--- src/rrtr_pkg.sv ---
// ----------------------------------------------------------------------------
// rrtr_pkg
// Shared types and constants for the round robin task ring unit.
// ----------------------------------------------------------------------------
`default_nettype none

package rrtr_pkg;

    localparam int NUM_TASKS = 16;
    localparam int TASK_W    = 4;
    localparam int SLOT_W    = $clog2(NUM_TASKS);

    typedef enum logic [1:0] {
        OP_SCHEDULE = 2'd0,
        OP_RUNNABLE = 2'd1,
        OP_REMOVE   = 2'd2,
        OP_YIELD    = 2'd3
    } opcode_t;

    typedef enum logic [1:0] {
        STS_DONE  = 2'd0,
        STS_NOOP  = 2'd1,
        STS_ERROR = 2'd2
    } status_t;

    typedef struct packed {
        opcode_t             opcode;
        logic [TASK_W-1:0]   task_id;
    } in_t;

    typedef struct packed {
        logic [TASK_W-1:0]   current_task;
        logic                ring_nonempty;
        status_t             status;
    } out_t;

    typedef enum logic [2:0] {
        CMD_NONE,
        CMD_LOAD,
        CMD_SINGLE,
        CMD_SCHED,
        CMD_INS_A,
        CMD_INS_B,
        CMD_CAPTURE,
        CMD_UNLINK
    } dp_op_t;

    typedef struct packed {
        dp_op_t  op;
        logic    load_out;
        status_t status;
    } dp_cmd_t;

    typedef struct packed {
        opcode_t opcode;
        logic    task_ok;
        logic    linked;
        logic    ring_valid;
    } dp_status_t;

endpackage

`default_nettype wire

--- src/rrtr_datapath.sv ---
// ----------------------------------------------------------------------------
// rrtr_datapath
// Ring tables, membership bits, current pointer and result register.
// ----------------------------------------------------------------------------
`default_nettype none

module rrtr_datapath
    import rrtr_pkg::*;
(
    input  wire logic       aclk,
    input  wire logic       aresetn,
    input  wire in_t        s_data,
    input  wire dp_cmd_t    cmd,
    output dp_status_t      sts,
    output out_t            m_data
);

    logic [TASK_W-1:0] next_mem [NUM_TASKS];
    logic [TASK_W-1:0] prev_mem [NUM_TASKS];

    logic [NUM_TASKS-1:0] in_ring_reg, in_ring_next;
    logic [TASK_W-1:0]    cur_reg, cur_next;
    logic                 valid_reg, valid_next;

    opcode_t              op_reg;
    logic [TASK_W-1:0]    task_reg;
    logic                 ok_reg;
    logic                 linked_reg;
    logic [TASK_W-1:0]    succ_reg;
    logic [TASK_W-1:0]    pred_reg;
    logic [TASK_W-1:0]    link_reg;
    logic [TASK_W-1:0]    next_q;
    logic [TASK_W-1:0]    prev_q;
    out_t                 out_reg;

    logic                 in_ok;
    logic [SLOT_W-1:0]    next_raddr;
    logic                 next_we, prev_we;
    logic [SLOT_W-1:0]    next_waddr, prev_waddr;
    logic [TASK_W-1:0]    next_wdata, prev_wdata;

    assign in_ok = ({1'b0, s_data.task_id} < (TASK_W+1)'(NUM_TASKS));
    assign next_raddr = (cmd.op == CMD_CAPTURE) ? task_reg[SLOT_W-1:0] : cur_reg[SLOT_W-1:0];

    always_comb begin
        next_we    = 1'b0;
        prev_we    = 1'b0;
        next_waddr = task_reg[SLOT_W-1:0];
        prev_waddr = task_reg[SLOT_W-1:0];
        next_wdata = task_reg;
        prev_wdata = task_reg;
        in_ring_next = in_ring_reg;
        cur_next   = cur_reg;
        valid_next = valid_reg;
        case (cmd.op)
            CMD_SINGLE: begin
                next_we = 1'b1;
                prev_we = 1'b1;
                in_ring_next[task_reg[SLOT_W-1:0]] = 1'b1;
                cur_next   = task_reg;
                valid_next = 1'b1;
            end
            CMD_SCHED: begin
                cur_next = next_q;
            end
            CMD_INS_A: begin
                next_we    = 1'b1;
                next_wdata = next_q;
                prev_we    = 1'b1;
                prev_wdata = cur_reg;
                in_ring_next[task_reg[SLOT_W-1:0]] = 1'b1;
            end
            CMD_INS_B: begin
                next_we    = 1'b1;
                next_waddr = cur_reg[SLOT_W-1:0];
                prev_we    = 1'b1;
                prev_waddr = link_reg[SLOT_W-1:0];
            end
            CMD_UNLINK: begin
                next_we    = 1'b1;
                next_waddr = pred_reg[SLOT_W-1:0];
                next_wdata = next_q;
                prev_we    = 1'b1;
                prev_waddr = next_q[SLOT_W-1:0];
                prev_wdata = pred_reg;
                in_ring_next[task_reg[SLOT_W-1:0]] = 1'b0;
                if (cur_reg == task_reg) begin
                    if (succ_reg == task_reg) begin
                        valid_next = 1'b0;
                        cur_next   = '0;
                    end else begin
                        cur_next = succ_reg;
                    end
                end
            end
            default: begin
            end
        endcase
    end

    always_ff @(posedge aclk) begin
        if (!aresetn) begin
            in_ring_reg <= '0;
            cur_reg     <= '0;
            valid_reg   <= 1'b0;
        end else begin
            in_ring_reg <= in_ring_next;
            cur_reg     <= cur_next;
            valid_reg   <= valid_next;
        end
    end

    always_ff @(posedge aclk) begin
        if (next_we) begin
            next_mem[next_waddr] <= next_wdata;
        end
        if (prev_we) begin
            prev_mem[prev_waddr] <= prev_wdata;
        end
        next_q <= next_mem[next_raddr];
        prev_q <= prev_mem[task_reg[SLOT_W-1:0]];
    end

    always_ff @(posedge aclk) begin
        if (cmd.op == CMD_LOAD) begin
            op_reg     <= s_data.opcode;
            task_reg   <= s_data.task_id;
            ok_reg     <= in_ok;
            linked_reg <= in_ok && in_ring_reg[s_data.task_id[SLOT_W-1:0]];
        end
        if (cmd.op == CMD_INS_A) begin
            link_reg <= next_q;
        end
        if (cmd.op == CMD_CAPTURE) begin
            succ_reg <= next_q;
            pred_reg <= prev_q;
        end
        if (cmd.load_out) begin
            out_reg.current_task  <= valid_reg ? cur_reg : '0;
            out_reg.ring_nonempty <= valid_reg;
            out_reg.status        <= cmd.status;
        end
    end

    assign sts.opcode     = op_reg;
    assign sts.task_ok    = ok_reg;
    assign sts.linked     = linked_reg;
    assign sts.ring_valid = valid_reg;
    assign m_data         = out_reg;

endmodule

`default_nettype wire

--- src/rrtr_ctrl.sv ---
// ----------------------------------------------------------------------------
// rrtr_ctrl
// Sequencer for one ring operation and the result handshake.
// ----------------------------------------------------------------------------
`default_nettype none

module rrtr_ctrl
    import rrtr_pkg::*;
(
    input  wire logic       aclk,
    input  wire logic       aresetn,
    input  wire logic       s_valid,
    output logic            s_ready,
    output logic            m_valid,
    input  wire logic       m_ready,
    input  wire dp_status_t sts,
    output dp_cmd_t         cmd
);

    typedef enum logic [2:0] {
        S_IDLE,
        S_DECIDE,
        S_SCHED,
        S_INS_A,
        S_INS_B,
        S_RM_CAP,
        S_UNLINK,
        S_DONE
    } state_t;

    state_t  state_reg, state_next;
    status_t status_reg, status_next;
    logic    m_valid_reg, m_valid_next;
    logic    out_free;

    assign out_free = !m_valid_reg || m_ready;
    assign s_ready  = (state_reg == S_IDLE);
    assign m_valid  = m_valid_reg;

    always_comb begin
        state_next   = state_reg;
        status_next  = status_reg;
        m_valid_next = m_valid_reg && !m_ready;
        cmd.op       = CMD_NONE;
        cmd.load_out = 1'b0;
        cmd.status   = status_reg;
        case (state_reg)
            S_IDLE: begin
                if (s_valid) begin
                    cmd.op     = CMD_LOAD;
                    state_next = S_DECIDE;
                end
            end
            S_DECIDE: begin
                status_next = STS_DONE;
                state_next  = S_DONE;
                case (sts.opcode)
                    OP_SCHEDULE: begin
                        if (sts.ring_valid) begin
                            state_next = S_SCHED;
                        end else begin
                            status_next = STS_NOOP;
                        end
                    end
                    OP_RUNNABLE: begin
                        if (!sts.task_ok || sts.linked) begin
                            status_next = STS_NOOP;
                        end else if (!sts.ring_valid) begin
                            cmd.op = CMD_SINGLE;
                        end else begin
                            state_next = S_INS_A;
                        end
                    end
                    OP_REMOVE: begin
                        if (sts.linked) begin
                            state_next = S_RM_CAP;
                        end else begin
                            status_next = STS_NOOP;
                        end
                    end
                    default: begin
                        status_next = sts.linked ? STS_DONE : STS_ERROR;
                    end
                endcase
            end
            S_SCHED: begin
                cmd.op     = CMD_SCHED;
                state_next = S_DONE;
            end
            S_INS_A: begin
                cmd.op     = CMD_INS_A;
                state_next = S_INS_B;
            end
            S_INS_B: begin
                cmd.op     = CMD_INS_B;
                state_next = S_DONE;
            end
            S_RM_CAP: begin
                cmd.op     = CMD_CAPTURE;
                state_next = S_UNLINK;
            end
            S_UNLINK: begin
                cmd.op     = CMD_UNLINK;
                state_next = S_DONE;
            end
            S_DONE: begin
                if (out_free) begin
                    cmd.load_out = 1'b1;
                    m_valid_next = 1'b1;
                    state_next   = S_IDLE;
                end
            end
            default: begin
                state_next = S_IDLE;
            end
        endcase
    end

    always_ff @(posedge aclk) begin
        if (!aresetn) begin
            state_reg   <= S_IDLE;
            status_reg  <= STS_DONE;
            m_valid_reg <= 1'b0;
        end else begin
            state_reg   <= state_next;
            status_reg  <= status_next;
            m_valid_reg <= m_valid_next;
        end
    end

endmodule

`default_nettype wire

--- src/round_robin_task_ring_unit.sv ---
// ----------------------------------------------------------------------------
// round_robin_task_ring_unit
// Round robin scheduler ring of task slots kept as linked successor and
// predecessor tables with a current pointer.
//
// s_data carries one operation (schedule, make runnable, remove, yield) and
// a task id; each accepted transaction returns exactly one m_data result
// with the current task after the operation, a ring-not-empty flag and a
// status code.
// After the accepting edge the sequencer passes S_DECIDE, then S_SCHED for
// schedule, S_INS_A and S_INS_B for make runnable on a non-empty ring or
// S_RM_CAP and S_UNLINK for remove, then S_DONE, which loads the result and
// raises m_valid; s_ready rises at the same edge as m_valid. The steps are
// set by the single write and registered read port of each ring table.
// Reset (aresetn low, synchronous) empties the ring and clears all
// membership bits; the tables themselves are not cleared.
// While the receiver stalls, the result is held in the output register;
// one further transaction is accepted and worked on, and its result waits
// until the held one is taken.
// ----------------------------------------------------------------------------
`default_nettype none

module round_robin_task_ring_unit
    import rrtr_pkg::*;
(
    input  wire logic aclk,
    input  wire logic aresetn,
    input  wire logic s_valid,
    output logic      s_ready,
    input  wire in_t  s_data,
    output logic      m_valid,
    input  wire logic m_ready,
    output out_t      m_data
);

    dp_cmd_t    cmd;
    dp_status_t sts;

    rrtr_ctrl u_ctrl (
        .aclk    (aclk),
        .aresetn (aresetn),
        .s_valid (s_valid),
        .s_ready (s_ready),
        .m_valid (m_valid),
        .m_ready (m_ready),
        .sts     (sts),
        .cmd     (cmd)
    );

    rrtr_datapath u_datapath (
        .aclk    (aclk),
        .aresetn (aresetn),
        .s_data  (s_data),
        .cmd     (cmd),
        .sts     (sts),
        .m_data  (m_data)
    );

endmodule

`default_nettype wire

--- config.mk ---
export PLATFORM = sky130hd
export DESIGN_NAME = round_robin_task_ring_unit
export DESIGN_NICKNAME = d
export VERILOG_FILES = /design/src/rrtr_pkg.sv /design/src/rrtr_datapath.sv /design/src/rrtr_ctrl.sv /design/src/round_robin_task_ring_unit.sv
export SDC_FILE = /design/constraint.sdc
export NUM_CORES = 1
export LEC_CHECK = 0
export ABC_AREA = 1
export BUFFER_PORTS_ARGS = -buffer_cell sky130_fd_sc_hd__buf_2
export CAP_MARGIN = 20
export CORE_MARGIN = 2
export CORE_UTILIZATION = 45
export CTS_CLUSTER_DIAMETER = 40
export DETAILED_ROUTE_END_ITERATION = 16
export PLACE_DENSITY_LB_ADDON = 0.25
export SYNTH_ARGS = -nofsm -noshare
export SYNTH_HDL_FRONTEND = slang
export SYNTH_SLANG_ARGS = --single-unit
--- constraint.sdc ---
create_clock -name aclk -period 6.1 [get_ports aclk]
set_input_delay 0.305 -clock aclk [delete_from_list [all_inputs] [get_ports aclk]]
set_output_delay 0.305 -clock aclk [all_outputs]
set_load 0.03 [all_outputs]
==> results summary <==
The flow ran to the end, and the final reports show no timing, DRC or antenna violations. Clock latency on the worst-skew pair, taken at its later pin, is 0.43 ns. The simple-gate share of the synthesized area came out at 0.2151. The worst-case vdd ir drop is 0.0002638 V. Gates resized during post-CTS repair numbered 0. The horizontal extent of the die came out at 140.9 um. The share of the Yosys chip area taken by registers is 0.6315.

The overall global routing resource usage is 0.1982. The met1 track demand over resource in global routing is 0.2789. The endpoint identified for the worst register-to-register timing path is u_datapath.next_q[3].

In this run the vertical extent of the chip is 140.9 um. After clock tree synthesis, the flow added hold-fix buffers numbering 0. The arrival time of the worst setup path came out at 3.82 ns. The global routing met3 resource utilization came out at 0.04110. Sorting the synthesized cells by how often they occur yields sky130_fd_sc_hd__nand2_1 (190), sky130_fd_sc_hd__edfxtp_1 (154), sky130_fd_sc_hd__nand3_1 (114). For this run, global-route usage on met2 was measured as 0.3063. STA classifies the critical path startpoint as a flip-flop. Walking the worst path, the cells encountered are nand3_1 > nand2_1 > nand2_1 > nand2_1 > nand3_1 > nand3_1 > nand3_1 > nand2_1.

In this run the cell area of the synthesized design comes to 8433 sq um. The max capacitance violation total came out at 0. The count of filler cells inserted in the layout is 1672. The remaining design rule violation count came out at 0.

The worst clock skew on the final layout is 0.01028 ns. The via density per instance came out at 5.399. Among all stages on the critical path, the largest delay is contributed by sky130_fd_sc_hd__nand2_1.

The flip-flop and latch count after synthesis is 189. Of the total synthesized cell area, the portion taken by XOR and XNOR cells is 0.004154. The root buffer cell chosen for the clock tree is sky130_fd_sc_hd__clkbuf_16.

The count of nets left with antenna violations once routing finished came out at 0. Yosys printed 0 warnings. The half-perimeter wire length of the detailed placement result is 12560 um. The core region is 18520 sq um. The total count of max-transition violations in the final report is 0. The completed layout was analyzed and its total power is 3857 uW. Following the worst setup path forward leads to its endpoint at u_datapath.next_q[3].

The adder and majority cell fraction of the synthesized area came out at 0.005935. By area the synthesized netlist is led by sky130_fd_sc_hd__edfxtp_1 (55%), sky130_fd_sc_hd__nand2_1 (8.5%), sky130_fd_sc_hd__dfxtp_1 (8.3%), sky130_fd_sc_hd__nand3_1 (6.8%), sky130_fd_sc_hd__inv_1 (4.8%). Entering global routing, the biggest net connects 33 pins. The slew of the pin with the lowest slew margin is 0.9862 ns. The top-level I/O count came out at 19.

The share of the clock period used by the worst path came out at 0.5635. The average instance area after synthesis is 9.956 sq um. The portion of synthesized area spent on multiplexers is 0. The total count of hold-check failures in the final report came to 0. The clock period could shrink to 3.437 ns. The number of nets at the end of the flow came out at 872.

Summed over all failing endpoints, the final setup total negative slack is 0 ns. The non-filler instance count after layout came out at 1105. The post-synthesis compound-gate area fraction is 0.07003.

The async set-or-reset flop fraction in the synthesized netlist is 0. The number of buffers added by the clock tree synthesis step came out at 17. The worst setup path is captured at a flip-flop. The clock-pin transition on the worst setup and hold timing paths is 0.07 ns. The layer flagged by global routing as most heavily used is met2.

The clock net in this run drives a total of 189 sinks. The static leakage power is 0.003650 uW. Summing over every cut layer, the via total after detailed routing is 5966.

The placer congestion estimate came out at 0.9199. The data required time at the worst endpoint came out at 6.48 ns. The class of the worst hold path is input port to flip-flop.

The kind of critical path is flip-flop to flip-flop. For this design the ratio of total power to cell area is 416.0 nW/um^2. The total cell area at the placement stage is 8693 sq um. The final count of negative-setup-slack endpoints is 0. Tracing the worst setup path back leads to its startpoint at u_ctrl.state_reg[2]. The antenna cell count is 0. The worst slew slack as a fraction of its limit is 0.3401. The number of distinct standard cells referenced by the synthesized netlist came out at 32. The finished cells cover 9270 sq um.

The via count of the first global-routing pass is 5743. The area share of the leading cell type in the synthesized netlist came out at 0.5484. The initial utilization of the core area, before any placement, comes to 0.4554. The H-tree was split into 4 levels. The number of synthesized flops with an enable pin is 154. The full die area is 19850 sq um. Input and output buffers added on the ports amount to 18. After detailed routing, the average wire length per cell comes to 17.31 um. The biggest area contributor in the post-synthesis netlist is sky130_fd_sc_hd__edfxtp_1. The largest driver fanout on the critical path came out at 32. The share of layout cells above drive strength 1 is 0.08726. TritonCTS built the clock tree.

The number of setup buffers added after CTS is 0. Row generation in the floorplan step produced 50 rows. The first-pass GRT wire length came out at 30190 um.

Static timing analysis puts the maximum clock frequency at 0.2909 GHz. Global routing finished with a remaining overflow of 0. The layout overhead on the synthesized area came out at 9.926%. The wire length after detailed routing is 19120 um. The number of design-rule violations left by the first detailed-router iteration came out at 511. Counting tap cells, the placed design contains a total of 1072 instances. The total nets after synthesis is 861. The maximum buffer depth of the clock tree is 2. The instance count along the most critical hold path is 1. In the post-synthesis netlist, the cell with the most instances is sky130_fd_sc_hd__nand2_1. The register-to-register setup slack came out at 2.66 ns.

In this design, the stage delay of the slowest critical-path cell is 0.82 ns. The first-pass detailed-route iteration total is 5. The number of antenna violations at the first check in global routing is 0. The worst reg2reg path depth is 8. The gate count of the mapped netlist came out at 847. The critical register-to-register path startpoint is u_ctrl.state_reg[2].

Setup repair after global routing left no endpoint under its margin. The main flop type after synthesis is sky130_fd_sc_hd__edfxtp_1. The largest family of logic cells by synthesized area is simple AND/OR/NAND/NOR gates. The utilization of the core after routing came out at 0.5006.
[final cells by class]
| class | instances | area (sq um) | area share |
|---|---|---|---|
| Inverter | 114 | 427.9 | 0.04616 |
| Clock buffer | 22 | 485.5 | 0.05237 |
| Sequential cell | 189 | 5325 | 0.5744 |
| Timing Repair Buffer | 28 | 172.7 | 0.01863 |
| Clock inverter | 10 | 76.32 | 0.008233 |
| Multi-Input combinational cell | 508 | 2490 | 0.2686 |
| Tap cell | 234 | 292.8 | 0.03158 |
[cell families (layout without fill, tap and decap cells)]
group,count (synthesis),count (layout)
simple gates,411,411
flops,189,189
buf+inv,150,174
compound gates,89,89
fa+ha+maj,4,4
xor+xnor,4,4
[metrics by stage]
| stage | hold WS (ns) | setup slack, ns |
|---|---|---|
| 2_1_floorplan | 0.3855 | 4.131 |
| 3_3_place_gp | 0.3864 | 2.878 |
| 3_5_place_dp | 0.3921 | 2.866 |
| 4_1_cts | 0.03177 | 2.779 |
| 5_1_grt | 0.04106 | 2.407 |
| 6_report | 0.04394 | 2.663 |
[layer usage]
layer  up-vias  wire (um)  share of wire
li1       2901          -              -
met4         0        415          0.022
met1      2813       8741           0.46
met5         -          0              0
met3        38       1198          0.063
met2       214       8768           0.46
[layout by cell type (no fill, tap or decap), types with 3 or more instances in the layout]
cell / netlist / final
sky130_fd_sc_hd__a31oi_1: 8 / 8
sky130_fd_sc_hd__o21ai_1: 2 / 4
sky130_fd_sc_hd__inv_2: 7 / 7
sky130_fd_sc_hd__xnor2_1: 4 / 4
sky130_fd_sc_hd__inv_6: 0 / 3
sky130_fd_sc_hd__a21oi_1: 18 / 18
sky130_fd_sc_hd__a22oi_1: 33 / 33
sky130_fd_sc_hd__nand3_1: 114 / 114
sky130_fd_sc_hd__nand4_1: 10 / 10
sky130_fd_sc_hd__buf_4: 10 / 9
sky130_fd_sc_hd__dfxtp_1: 35 / 35
sky130_fd_sc_hd__o21ai_0: 14 / 12
sky130_fd_sc_hd__o211ai_1: 9 / 9
sky130_fd_sc_hd__clkinv_4: 0 / 3
sky130_fd_sc_hd__nor2_1: 66 / 66
sky130_fd_sc_hd__nor3_1: 5 / 5
sky130_fd_sc_hd__inv_1: 107 / 107
sky130_fd_sc_hd__nand2_2: 3 / 3
sky130_fd_sc_hd__buf_2: 7 / 18
sky130_fd_sc_hd__ha_1: 4 / 4
sky130_fd_sc_hd__nand2_1: 190 / 190
sky130_fd_sc_hd__nor2_2: 3 / 3
sky130_fd_sc_hd__nand3b_1: 18 / 18
sky130_fd_sc_hd__edfxtp_1: 154 / 154
sky130_fd_sc_hd__clkbuf_16: 0 / 18
[critical path, delay by kind of cell (launching register included)]
family | cells | cell delay, ns
flip-flops | 1 | 0.58
AND/OR/NAND/NOR | 8 | 2.80
[worst min path at each step]
stage	from	to	slack, ns
4_1_cts	s_data[5]	u_datapath.op_reg[1]	0.03
6_report	s_data[5]	u_datapath.op_reg[1]	0.04
3_3_place_gp	u_datapath.prev_q[3]	u_datapath.pred_reg[3]	0.39
2_1_floorplan	u_datapath.prev_q[0]	u_datapath.pred_reg[0]	0.39
5_1_grt	s_data[4]	u_datapath.op_reg[0]	0.04
3_5_place_dp	u_datapath.prev_q[1]	u_datapath.pred_reg[1]	0.39
[where the power goes]
part           switching (uW)  internal, uW
clock                     485           573
sequential                113          1620
combinational             775           285
total                    1370          2480
Note: power is estimated with default switching activity, not from simulation.
